[config.mk]
export PLATFORM = sky130hd
export DESIGN_NAME = platform_interrupt_controller
export DESIGN_NICKNAME = d
export VERILOG_FILES = /design/src/sv/pic_pkg.sv /design/src/sv/platform_interrupt_controller.sv /design/src/sv/pic_front.sv /design/src/sv/pic_back.sv
export VERILOG_INCLUDE_DIRS = /design/src /design/src/sv
export SDC_FILE = /design/constraint.sdc
export NUM_CORES = 2
export LEC_CHECK = 0
export BUFFER_PORTS_ARGS = -buffer_cell sky130_fd_sc_hd__buf_2
export CORE_MARGIN = 3
export CORE_UTILIZATION = 35
export DETAILED_ROUTE_END_ITERATION = 12
export PLACE_DENSITY = 0.56
export RECOVER_POWER = 50
export SLEW_MARGIN = 0
export SYNTH_ARGS = -nofsm -noshare
export SYNTH_HDL_FRONTEND = slang
export SYNTH_SLANG_ARGS = --single-unit
[constraint.sdc]
create_clock -name clk -period 5.3 [get_ports clk]
set_input_delay 0.53 -clock clk [delete_from_list [all_inputs] [get_ports clk]]
set_output_delay 0.53 -clock clk [all_outputs]
set_load 0.05 [all_outputs]
[src/sv/platform_interrupt_controller_macros.svh]
// Assertion macros for the interrupt controller.
`ifndef PLATFORM_INTERRUPT_CONTROLLER_MACROS_SVH
`define PLATFORM_INTERRUPT_CONTROLLER_MACROS_SVH

// The condition implies the property in the same cycle.
`define PIC_ASSERT_NOW(label, cond, prop, msg) \
  label: assert property (@(posedge clk) disable iff (rst) (cond) |-> (prop)) \
    else $error(msg);

// The condition implies the property in the next cycle.
`define PIC_ASSERT_NEXT(label, cond, prop, msg) \
  label: assert property (@(posedge clk) disable iff (rst) (cond) |=> (prop)) \
    else $error(msg);

`endif

[src/sv/pic_pkg.sv]
package pic_pkg;

  // Fixed configuration of the controller.
  localparam int NUM_SOURCES  = 32;
  localparam int NUM_CONTEXTS = 2;
  localparam int SRC_W        = 5;
  localparam int CTX_W        = 1;
  localparam logic [SRC_W-1:0] LAST_SRC = SRC_W'(NUM_SOURCES - 1);

  // Register map, byte offsets.
  localparam logic [25:0] PRIO_END    = 26'(4 * NUM_SOURCES);
  localparam logic [25:0] PEND_BASE   = 26'h1000;
  localparam logic [25:0] ENAB_BASE   = 26'h2000;
  localparam logic [25:0] ENAB_STRIDE = 26'h80;
  localparam logic [25:0] CTX_BASE    = 26'h200000;
  localparam logic [11:0] THR_OFS     = 12'h000;
  localparam logic [11:0] CLAIM_OFS   = 12'h004;

  // Actions of an input beat.
  localparam logic [1:0] ACT_READ  = 2'd0;
  localparam logic [1:0] ACT_WRITE = 2'd1;
  localparam logic [1:0] ACT_RAISE = 2'd2;
  localparam logic [1:0] ACT_EVAL  = 2'd3;

  // Decoded commands.
  localparam logic [3:0] OP_NONE     = 4'd0;
  localparam logic [3:0] OP_RD_PRIO  = 4'd1;
  localparam logic [3:0] OP_WR_PRIO  = 4'd2;
  localparam logic [3:0] OP_RD_PEND  = 4'd3;
  localparam logic [3:0] OP_RD_ENAB  = 4'd4;
  localparam logic [3:0] OP_WR_ENAB  = 4'd5;
  localparam logic [3:0] OP_RD_THR   = 4'd6;
  localparam logic [3:0] OP_WR_THR   = 4'd7;
  localparam logic [3:0] OP_RD_CLAIM = 4'd8;
  localparam logic [3:0] OP_COMPLETE = 4'd9;
  localparam logic [3:0] OP_RAISE    = 4'd10;
  localparam logic [3:0] OP_EVAL     = 4'd11;

  typedef struct packed {
    logic [1:0]  action;
    logic [25:0] offset;
    logic [31:0] write_data;
    logic [4:0]  source;
    logic        context_req;
  } in_item_t;

  typedef struct packed {
    logic [31:0] read_data;
    logic        raise_status;
    logic        irq_request;
  } out_item_t;

  typedef struct packed {
    logic [3:0]       op;
    logic [SRC_W-1:0] idx;
    logic [CTX_W-1:0] ctx;
    logic [31:0]      data;
  } cmd_t;

endpackage

[src/sv/platform_interrupt_controller.sv]
// Interrupt controller with 32 sources and 2 target contexts, driven through a
// queue-style beat interface. A front stage decodes each input beat and places
// it in a two-entry command queue; the back stage executes it and posts one
// result beat in an output register. An evaluation scans the sources one per
// cycle through the single priority read port, and the back stage takes no new
// command until the scan ends. Input beats keep being accepted while the queue
// has room, even while a result waits to be popped.
`include "platform_interrupt_controller_macros.svh"

module platform_interrupt_controller import pic_pkg::*; (
  input  logic      clk,
  input  logic      rst,
  input  logic      push,
  output logic      full,
  input  in_item_t  request,
  output logic      empty,
  input  logic      pop,
  output out_item_t result
);

  logic cmd_valid;
  logic cmd_take;
  cmd_t cmd;

  pic_front u_front (
    .clk       (clk),
    .rst       (rst),
    .push      (push),
    .full      (full),
    .request   (request),
    .cmd_valid (cmd_valid),
    .cmd_take  (cmd_take),
    .cmd       (cmd)
  );

  pic_back u_back (
    .clk       (clk),
    .rst       (rst),
    .cmd_valid (cmd_valid),
    .cmd_take  (cmd_take),
    .cmd       (cmd),
    .empty     (empty),
    .pop       (pop),
    .result    (result)
  );

  // The back stage never takes from an empty queue.
  `PIC_ASSERT_NOW(a_take_valid, cmd_take, cmd_valid, "command taken from empty queue")
  // An evaluation holds back its result until the scan ends.
  `PIC_ASSERT_NEXT(a_eval_no_res, cmd_take && cmd.op == OP_EVAL, empty,
                   "result posted right after evaluation start")
  // Every other command posts its result in the next cycle.
  `PIC_ASSERT_NEXT(a_cmd_res, cmd_take && cmd.op != OP_EVAL, !empty,
                   "single-cycle command posted no result")

endmodule

[src/sv/pic_front.sv]
module pic_front import pic_pkg::*; (
  input  logic     clk,
  input  logic     rst,
  input  logic     push,
  output logic     full,
  input  in_item_t request,
  output logic     cmd_valid,
  input  logic     cmd_take,
  output cmd_t     cmd
);

  logic [25:0] addr;
  logic        is_wr;
  cmd_t        dec;
  cmd_t        q [2];
  logic        wptr;
  logic        rptr;
  logic [1:0]  count;
  logic        do_push;

  // Classify the incoming beat against the register map.
  always_comb begin
    addr     = {request.offset[25:2], 2'b00};
    is_wr    = (request.action == ACT_WRITE);
    dec.op   = OP_NONE;
    dec.idx  = addr[6:2];
    dec.ctx  = '0;
    dec.data = request.write_data;
    case (request.action)
      ACT_READ, ACT_WRITE: begin
        if (addr < PRIO_END) begin
          if (!is_wr) begin
            dec.op = OP_RD_PRIO;
          end else if (addr[6:2] != '0) begin
            dec.op = OP_WR_PRIO;
          end
        end else if (addr == PEND_BASE) begin
          if (!is_wr) begin
            dec.op = OP_RD_PEND;
          end
        end else if (addr == ENAB_BASE || addr == ENAB_BASE + ENAB_STRIDE) begin
          dec.ctx = addr[7];
          dec.op  = is_wr ? OP_WR_ENAB : OP_RD_ENAB;
        end else if (addr[25:13] == CTX_BASE[25:13]) begin
          dec.ctx = addr[12];
          if (addr[11:0] == THR_OFS) begin
            dec.op = is_wr ? OP_WR_THR : OP_RD_THR;
          end else if (addr[11:0] == CLAIM_OFS) begin
            dec.op = is_wr ? OP_COMPLETE : OP_RD_CLAIM;
          end
        end
      end
      ACT_RAISE: begin
        dec.op  = OP_RAISE;
        dec.idx = request.source;
      end
      ACT_EVAL: begin
        dec.op  = OP_EVAL;
        dec.ctx = request.context_req;
      end
      default: begin
        dec.op = OP_NONE;
      end
    endcase
  end

  // Two-entry command queue toward the execution side.
  assign full      = (count == 2'd2);
  assign cmd_valid = (count != 2'd0);
  assign cmd       = q[rptr];
  assign do_push   = push && !full;

  always_ff @(posedge clk) begin
    if (do_push) begin
      q[wptr] <= dec;
    end
  end

  always_ff @(posedge clk) begin
    if (rst) begin
      wptr  <= 1'b0;
      rptr  <= 1'b0;
      count <= 2'd0;
    end else begin
      if (do_push) begin
        wptr <= !wptr;
      end
      if (cmd_take) begin
        rptr <= !rptr;
      end
      count <= count + 2'(do_push) - 2'(cmd_take);
    end
  end

endmodule

[src/sv/pic_back.sv]
module pic_back import pic_pkg::*; (
  input  logic      clk,
  input  logic      rst,
  input  logic      cmd_valid,
  output logic      cmd_take,
  input  cmd_t      cmd,
  output logic      empty,
  input  logic      pop,
  output out_item_t result
);

  localparam logic ST_IDLE = 1'b0;
  localparam logic ST_SCAN = 1'b1;

  logic                   st;
  logic [31:0]            prio [NUM_SOURCES];
  logic [NUM_SOURCES-1:0] pending;
  logic [NUM_SOURCES-1:0] enable [NUM_CONTEXTS];
  logic [NUM_SOURCES-1:0] insvc [NUM_CONTEXTS];
  logic [31:0]            thr [NUM_CONTEXTS];
  logic [SRC_W-1:0]       sel [NUM_CONTEXTS];
  logic [SRC_W-1:0]       scan_idx;
  logic [CTX_W-1:0]       scan_ctx;
  logic [SRC_W-1:0]       best;
  logic [31:0]            high;
  logic                   res_valid;
  out_item_t              res;

  logic [SRC_W-1:0]       rd_idx;
  logic [31:0]            p;
  logic                   scan_clear;
  logic                   scan_hit;
  logic [SRC_W-1:0]       best_next;
  logic [SRC_W-1:0]       claim_src;
  logic                   raise_rej;
  out_item_t              exec_res;
  logic                   res_post;

  assign empty    = !res_valid;
  assign result   = res;
  assign cmd_take = (st == ST_IDLE) && cmd_valid && (!res_valid || pop);

  // A result is posted by any command other than an evaluation or by the last scan step.
  assign res_post = (st == ST_IDLE) ? (cmd_take && cmd.op != OP_EVAL)
                                    : (scan_idx == LAST_SRC);

  // One priority read a cycle: the scan step or the command's source.
  assign rd_idx = (st == ST_SCAN) ? scan_idx : cmd.idx;
  assign p      = prio[rd_idx];

  // One source of the evaluation scan.
  always_comb begin
    scan_clear = insvc[scan_ctx][scan_idx];
    scan_hit   = !scan_clear && enable[scan_ctx][scan_idx] && pending[scan_idx] &&
                 (p >= high) && (p >= thr[scan_ctx]);
    best_next  = scan_hit ? scan_idx : best;
  end

  // Result of a command other than an evaluation.
  always_comb begin
    claim_src = sel[cmd.ctx];
    raise_rej = (cmd.idx == '0) || pending[cmd.idx] || insvc[0][cmd.idx] ||
                insvc[NUM_CONTEXTS-1][cmd.idx];
    exec_res  = '0;
    case (cmd.op)
      OP_RD_PRIO:  exec_res.read_data = p;
      OP_RD_PEND:  exec_res.read_data = pending;
      OP_RD_ENAB:  exec_res.read_data = enable[cmd.ctx];
      OP_RD_THR:   exec_res.read_data = thr[cmd.ctx];
      OP_RD_CLAIM: exec_res.read_data = {27'b0, claim_src};
      OP_RAISE:    exec_res.raise_status = raise_rej;
      default:     exec_res = '0;
    endcase
  end

  // Execution sequencer and controller state.
  always_ff @(posedge clk) begin
    if (rst) begin
      st        <= ST_IDLE;
      res_valid <= 1'b0;
      pending   <= '0;
      for (int i = 0; i < NUM_SOURCES; i++) begin
        prio[i] <= '0;
      end
      for (int c = 0; c < NUM_CONTEXTS; c++) begin
        enable[c] <= '0;
        insvc[c]  <= '0;
        thr[c]    <= '0;
        sel[c]    <= '0;
      end
    end else begin
      if (res_post) begin
        res_valid <= 1'b1;
      end else if (pop && res_valid) begin
        res_valid <= 1'b0;
      end
      case (st)
        ST_IDLE: begin
          if (cmd_take) begin
            if (cmd.op == OP_EVAL) begin
              st       <= ST_SCAN;
              scan_idx <= '0;
              scan_ctx <= cmd.ctx;
              best     <= '0;
              high     <= '0;
            end else begin
              res       <= exec_res;
              case (cmd.op)
                OP_WR_PRIO: prio[cmd.idx] <= cmd.data;
                OP_WR_ENAB: enable[cmd.ctx] <= cmd.data & ~32'h1;
                OP_WR_THR:  thr[cmd.ctx] <= cmd.data;
                OP_RD_CLAIM: begin
                  if (pending[claim_src]) begin
                    insvc[cmd.ctx][claim_src] <= 1'b1;
                  end
                end
                OP_COMPLETE: begin
                  if (cmd.data[31:SRC_W] == '0) begin
                    insvc[cmd.ctx][cmd.data[SRC_W-1:0]] <= 1'b0;
                  end
                end
                OP_RAISE: begin
                  if (!raise_rej) begin
                    pending[cmd.idx] <= 1'b1;
                  end
                end
                default: begin
                end
              endcase
            end
          end
        end
        ST_SCAN: begin
          if (scan_clear) begin
            pending[scan_idx] <= 1'b0;
          end
          if (scan_hit) begin
            high <= p;
          end
          best <= best_next;
          if (scan_idx == LAST_SRC) begin
            st            <= ST_IDLE;
            sel[scan_ctx] <= best_next;
            res           <= '{read_data: '0, raise_status: 1'b0,
                               irq_request: (best_next != '0)};
          end else begin
            scan_idx <= scan_idx + 1'b1;
          end
        end
        default: begin
          st <= ST_IDLE;
        end
      endcase
    end
  end

endmodule
# ---- Yosys cells after proc, flatten, opt, wreduce, memory -nomap -nowiden
# Memories as Yosys holds them, arrays and structs flattened. A register that Yosys moved wholly into a read port is not among the register bits.
# Index checks and enable logic that the tools add are counted.
dict set report totals {
  ram_bits 1308
  elab_cells 307
  input_bits 70
  mem_count 6
  register_bits 115
}
# memory depth word_bits read_ports rd_ports_with_merged_regs write_ports line
set mem_list {}
lappend mem_list {u_back.prio 32 32 1 0 32 pic_back.sv:16} ;# logic [31:0] prio [NUM_SOURCES];
lappend mem_list {u_front.q 2 42 1 1 1 pic_front.sv:15} ;# cmd_t q [2];
lappend mem_list {u_back.insvc 2 32 3 1 2 pic_back.sv:19} ;# logic [NUM_SOURCES-1:0] insvc [NUM_CONTEXTS];
lappend mem_list {u_back.thr 2 32 2 1 2 pic_back.sv:20} ;# logic [31:0] thr [NUM_CONTEXTS];
lappend mem_list {u_back.enable 2 31 2 1 2 pic_back.sv:18} ;# logic [NUM_SOURCES-1:0] enable [NUM_CONTEXTS];
lappend mem_list {u_back.sel 2 5 1 0 2 pic_back.sv:21} ;# logic [SRC_W-1:0] sel [NUM_CONTEXTS];
dict set report classes {
  n_reduce_logical 43
  mux 163
  magnitude_cmp 11
  n_bitwise 37
  eq_ne 31
  add_sub_neg 3
}
# cell n
set op_table {}
lappend op_table {{32-bit 2-to-1 mux} 14}
lappend op_table {{32-bit case mux with 5 select lines} 1}
lappend op_table {{32-bit case mux with 2 select lines} 2}
lappend op_table {{1-bit 2-to-1 mux} 108}
lappend op_table {{34-bit 2-to-1 mux} 3}
lappend op_table {{32-bit OR reduction} 3}
lappend op_table {{34-bit case mux with 2 select lines} 1}
lappend op_table {{32-bit greater-or-equal comparator} 2}
lappend op_table {{24-bit by 12-bit equality test with 1-bit output (second input constant)} 2}
lappend op_table {{5-bit 2-to-1 mux} 8}
lappend op_table {{1-bit binary-select mux with 5-bit select} 7}
lappend op_table {{32-bit bitwise AND} 1}
lappend op_table {{32-bit NOT} 1}
lappend op_table {{1-bit OR} 32}
lappend op_table {{32-bit OR} 1}
lappend op_table {{31-bit 2-to-1 mux} 1}
lappend op_table {{31-bit OR reduction} 1}
lappend op_table {{4-bit 2-to-1 mux} 7}
lappend op_table {{27-bit logical NOT} 1}
lappend op_table {{26-bit by 8-bit less-than comparator with 1-bit output (second input constant)} 1}
lappend op_table {{24-bit by 11-bit equality test with 1-bit output (second input constant)} 1}
lappend op_table {{5-bit by 6-bit less-than comparator with 1-bit output (second input constant)} 4}
lappend op_table {{1-bit demux with 5-bit select} 4}
lappend op_table {{5-bit by 1-bit greater-or-equal comparator with 1-bit output (second input constant)} 4}
lappend op_table {{other kinds (33)} 78}

# ---- Depth between registers and ports, before layout
# An unclocked memory read counts as a cell.
dict set report logic_depth {
  word_depth 13
  mapped_depth 21
  ltp_nobuf 15
}

# ---- Modules after synthesis
# A second synthesis with hierarchy kept.
dict set report hier_totals {
  cells_unflattened 4928
  hier_area_um2 68254.2
}
# module cells_each instances area_per_inst_um2
set modules_own_cells {}
lappend modules_own_cells {pic_back 4729 1 64692.0}
lappend modules_own_cells {pic_front 199 1 3562.2}

# ---- Worst setup path after synthesis
# Ideal clock, no wire load.
dict set report synth_path {
  path_type {flip-flop to flip-flop}
  start {register (tool-made name)}
  end {register u_back.high[0] (enable)}
  arrival_time_ns 4.953
  path_slack_ns -0.044
  t_required_ns 4.909
  setup_time_ns 0.391
  path_stages_with_launch 20
  path_cell_list {dfxtp_1 -> mux2_2 -> o21ba_2 -> clkbuf_1 -> clkbuf_1 -> buf_2 -> mux4_2 -> a22oi_1 -> nand4_1 -> nor2_1 -> inv_1 -> ha_1 -> nand4_1 -> nor3_1 -> a221oi_1 -> o211ai_1 -> a21oi_1 -> nor4_4 -> buf_6 -> o21a_1}
}
# element line
set synth_rtl {}
lappend synth_rtl {{end signal, assigned} pic_back.sv:138} ;# high <= p;
lappend synth_rtl {{end, declared} pic_back.sv:25} ;# logic [31:0] high;

==> results by group <==
Floorplanning
  – Die footprint: between 150000 and 200000 sq um
  – Num rows: 160
  – Die Y-Extent: 444 um
  – Die width: roughly 440 um
  – Initial Utilization: 0.353
  – Ports: 106
  – CORE AREA: between 150000 and 200000 sq um

Global route
  – Grt total ovfl: 0
  – Total GRT Usage: 0.221
  – Vias in the first global route: roughly 46k
  – Antenna violations before repair: 5
  – First-pass GRT wire length: 321 mm
  – Largest net degree at the start of global routing: ~130

Synth
  – EDFF count, synth: about 1.4k
  – Synth cell types: a little under 80
  – Yosys warning count: 0
  – Synthesized Nets: approximately 5.5k
  – Asr flop ratio synth: 0
  – Post-synthesis register bit count: 1425
  – Synthesized area per cell: ~13 sq um
  – Synth Instances: 5341
  – Seq/Total Area, Yosys: 0.631
  – Post-synth top flop: edfxtp_1
  – Area of the mapped netlist: between 60000 and 70000 sq um

Clock network
  – H-tree depth: 4
  – Skew-Pair Late Insertion Delay: approximately 0.8 ns
  – Total CTS buffers: between 150 and 200
  – CTS Sinks: about 1.4k
  – CTS tree: yes
  – Root Buffer: clkbuf_16
  – Clk slew on worst S/H paths: about 0.060 ns
  – Clk buf depth: 3

STA
  – Setup tns final: 0 ns
  – Fin. max-slew vios: ~160
  – Worst slew pin tran: 3.87 ns
  – Max_slew headroom: -1.58
  – Minimum clock period: about 5.3 ns
  – Fin. Hold Viols: 0
  – Fmax: between 150 and 200 MHz
  – # setup viols final: 0
  – Hold WS: approximately 0.09 ns
  – Final period utilization: 0.996
  – Max Clock Skew: ~0.031 ns

Cells and area
  – Final Non-Filler Cells: 8215
  – Post-route cell area: roughly 80000 sq um
  – Layout net count: about 5.7k
  – Commonest cells after routing, fill and taps aside: 1385 x edfxtp_1, 1266 x nor2_1, 310 x buf_4
  – Area growth from synthesis to layout: 17.3%
  – Layout cells sized above 1: 0.190
  – Most common cell after layout, fill and taps aside: edfxtp_1

Placed design
  – Routability cong.: around 0.90
  – Post-DP HPWL: 142 mm
  – DP Cell Count: between 7k and 8k
  – Total placed instance area: roughly 73000 sq um
  – IO Port Bufs: 103

Critical path
  – Critical path endpoint category: flip-flop
  – Worst-path maximum fanout: 16
  – Critical Path RT: ~5.8 ns
  – Setup Crit Path Kind: flip-flop to flip-flop
  – CP arrival: slightly below 6 ns
  – CP startpoint kind: flip-flop

Routing
  – # DRC: 0
  – Avg WL per Cell: about 27 um
  – Initial DRC Count: ~5.7k
  – Antenna Violating Nets Remaining: 0
  – Via count: 47.2k
  – Drt first pass iters: 8
  – Routed WL: about 220 mm
  – Vias per inst: about 5.7

Status
  – Failing checks: max-capacitance violations, max-slew violations
  – Outcome: finished, violations left

Power
  – VDD IR-drop max: between 0.0003 and 0.0004 V
  – P_sw: 14.0 mW
  – Sequential share of power: 0.346
  – Switching fraction of total power: 0.370
  – Leakage: 27.7 nW
  – Combinational Power Share: 0.381
  – Power Density: between 400 and 500 nW/um^2
  – P_int: roughly 24 mW
  – Clock share of power: 0.273
  – Power Total: ~38 mW

Hold path
  – HP Class: primary input to flip-flop

Job
  – Max-cap violations: 3
-- synthesized netlist by cell type, types with 12 or more instances --
cell type / count / area share
o221ai_1: 42 / 0.0055
edfxtp_1: 1385 / 0.62
nand2_1: 182 / 0.010
dfxtp_1: 40 / 0.012
a311o_1: 20 / 0.0030
and3_1: 16 / 0.0015
buf_2: 60 / 0.0045
a21oi_1: 128 / 0.0095
nor3_1: 67 / 0.0050
o21ai_1: 22 / 0.0016
mux4_2: 224 / 0.075
inv_1: 229 / 0.013
o31ai_1: 45 / 0.0050
nand3_1: 92 / 0.0069
nand4_1: 115 / 0.011
or3_1: 15 / 0.0014
buf_1: 32 / 0.0018
o211ai_1: 134 / 0.015
nor4_1: 20 / 0.0019
o2111ai_1: 132 / 0.017
a221oi_1: 12 / 0.0016
a22oi_1: 72 / 0.0080
ha_1: 71 / 0.013
a21o_1: 13 / 0.0015
nor2_1: 1279 / 0.071
nand2b_1: 75 / 0.0070
and2_1: 14 / 0.0013
o21ai_0: 76 / 0.0057
mux2i_1: 185 / 0.028
clkbuf_1: 376 / 0.021
-- flip-flops by register name, indices dropped and copies added (netlist names), named ones only --
signal            count
u_back.best           5
u_back.enable        62
u_back.high          32
u_back.insvc         64
u_back.pending       32
u_back.prio        1024
u_back.res_valid      1
u_back.result        34
u_back.scan_ctx       1
u_back.scan_idx       5
u_back.sel           10
u_back.st             1
u_back.thr           64
u_front.count         2
u_front.q            84
u_front.rptr          1
u_front.wptr          1
-- worst max-delay path, cell delays in order (launching register included) --
cell and delay (ns):
edfxtp_1 0.39, mux2_4 0.30, o21ba_4 0.28, buf_12 0.18, buf_4 0.18, mux4_2 0.44
a22oi_1 0.53, nand4_1 0.19, nor2_1 0.14, buf_4 0.16, inv_1 0.06, ha_1 0.31
and4_4 0.23, a21oi_2 0.09, nor4_2 0.30, buf_4 0.17, o21ai_2 0.06, nor4_4 0.27
buf_4 0.20, o21a_4 0.26, clkbuf_16 0.22
-- power by group through the flow --
stage / sequential (mW) / clock (mW) / combinational, mW
after floorplan: 13.5 / 0 / 6.85
after global placement: 13.4 / 0 / 13.3
after detailed placement: 13.4 / 0 / 13.3
after CTS: 13.2 / 10.5 / 13.7
after global routing: 13.2 / 10.9 / 15.2
final: 13.2 / 10.4 / 14.5
-- final cells by class --
type / count / area, sq um
Sequential cell: 1425 / 42400
Timing Repair Buffer: 556 / 4570
Inverter: 231 / 870
Fill cell: 17700 / 112000
Clock inverter: 102 / 729
Multi-Input combinational cell: 3204 / 23100
Clock buffer: 184 / 4040
Tap cell: 2511 / 3140
Antenna cell: 2 / 5.00
-- cells by family (layout without fill, tap and decap cells) --
kind of cell | Yosys count | in the layout | share of synthesized area
XOR/XNOR | 6 | 6 | 0.000782
buffers and inverters | 712 | 1073 | 0.0418
multiplexers | 426 | 426 | 0.106
AND/OR/NAND/NOR | 1936 | 1936 | 0.124
adder cells (fa/ha/maj) | 71 | 71 | 0.0132
flip-flops | 1425 | 1425 | 0.631
other | 0 | 2 | 0
AO/OA/AOI/OAI | 765 | 765 | 0.0829
-- metrics by stage --
stage	util	setup WS (ns)
2_1_floorplan	-	0.272
3_3_place_gp	0.383	-0.633
3_5_place_dp	0.383	-0.564
4_1_cts	0.411	-0.00456
5_1_grt	0.414	-0.0275
6_report	0.414	0.0223
-- path summary, 6_finish.rpt --
kind,endpoint,cells past startpoint,slack [ns],from
max,u_back.high[5],20,0.02,u_front.q[0][33]
min,u_front.q[0][41],2,0.09,request[40]
max reg2reg,u_back.high[5],20,0.02,u_front.q[0][33]
min reg2reg,u_front.rptr,2,0.52,u_front.rptr
-- routing by layer --
metal / vias to the layer above / GRT usage / share of wire
met1: 24000 / 0.308 / 0.41
li1: 20500 / - / -
met4: 4 / 0.0940 / 0.047
met2: 2365 / 0.343 / 0.46
met3: 412 / 0.0365 / 0.084
met5: - / 0 / 0.00011
-- timing repair --
item / 4_1_cts / 5_1_grt
hold buffers: 32 / 0
endpoints found under the setup margin: 48 / 48
buffers inserted: 6 / 20
cloned: 2 / 7
pin swaps: 6 / 43
endpoints found under the hold margin: 64 / 0
gates resized for setup: 46 / 79
No activity file was read; power rests on OpenSTA's default activity.
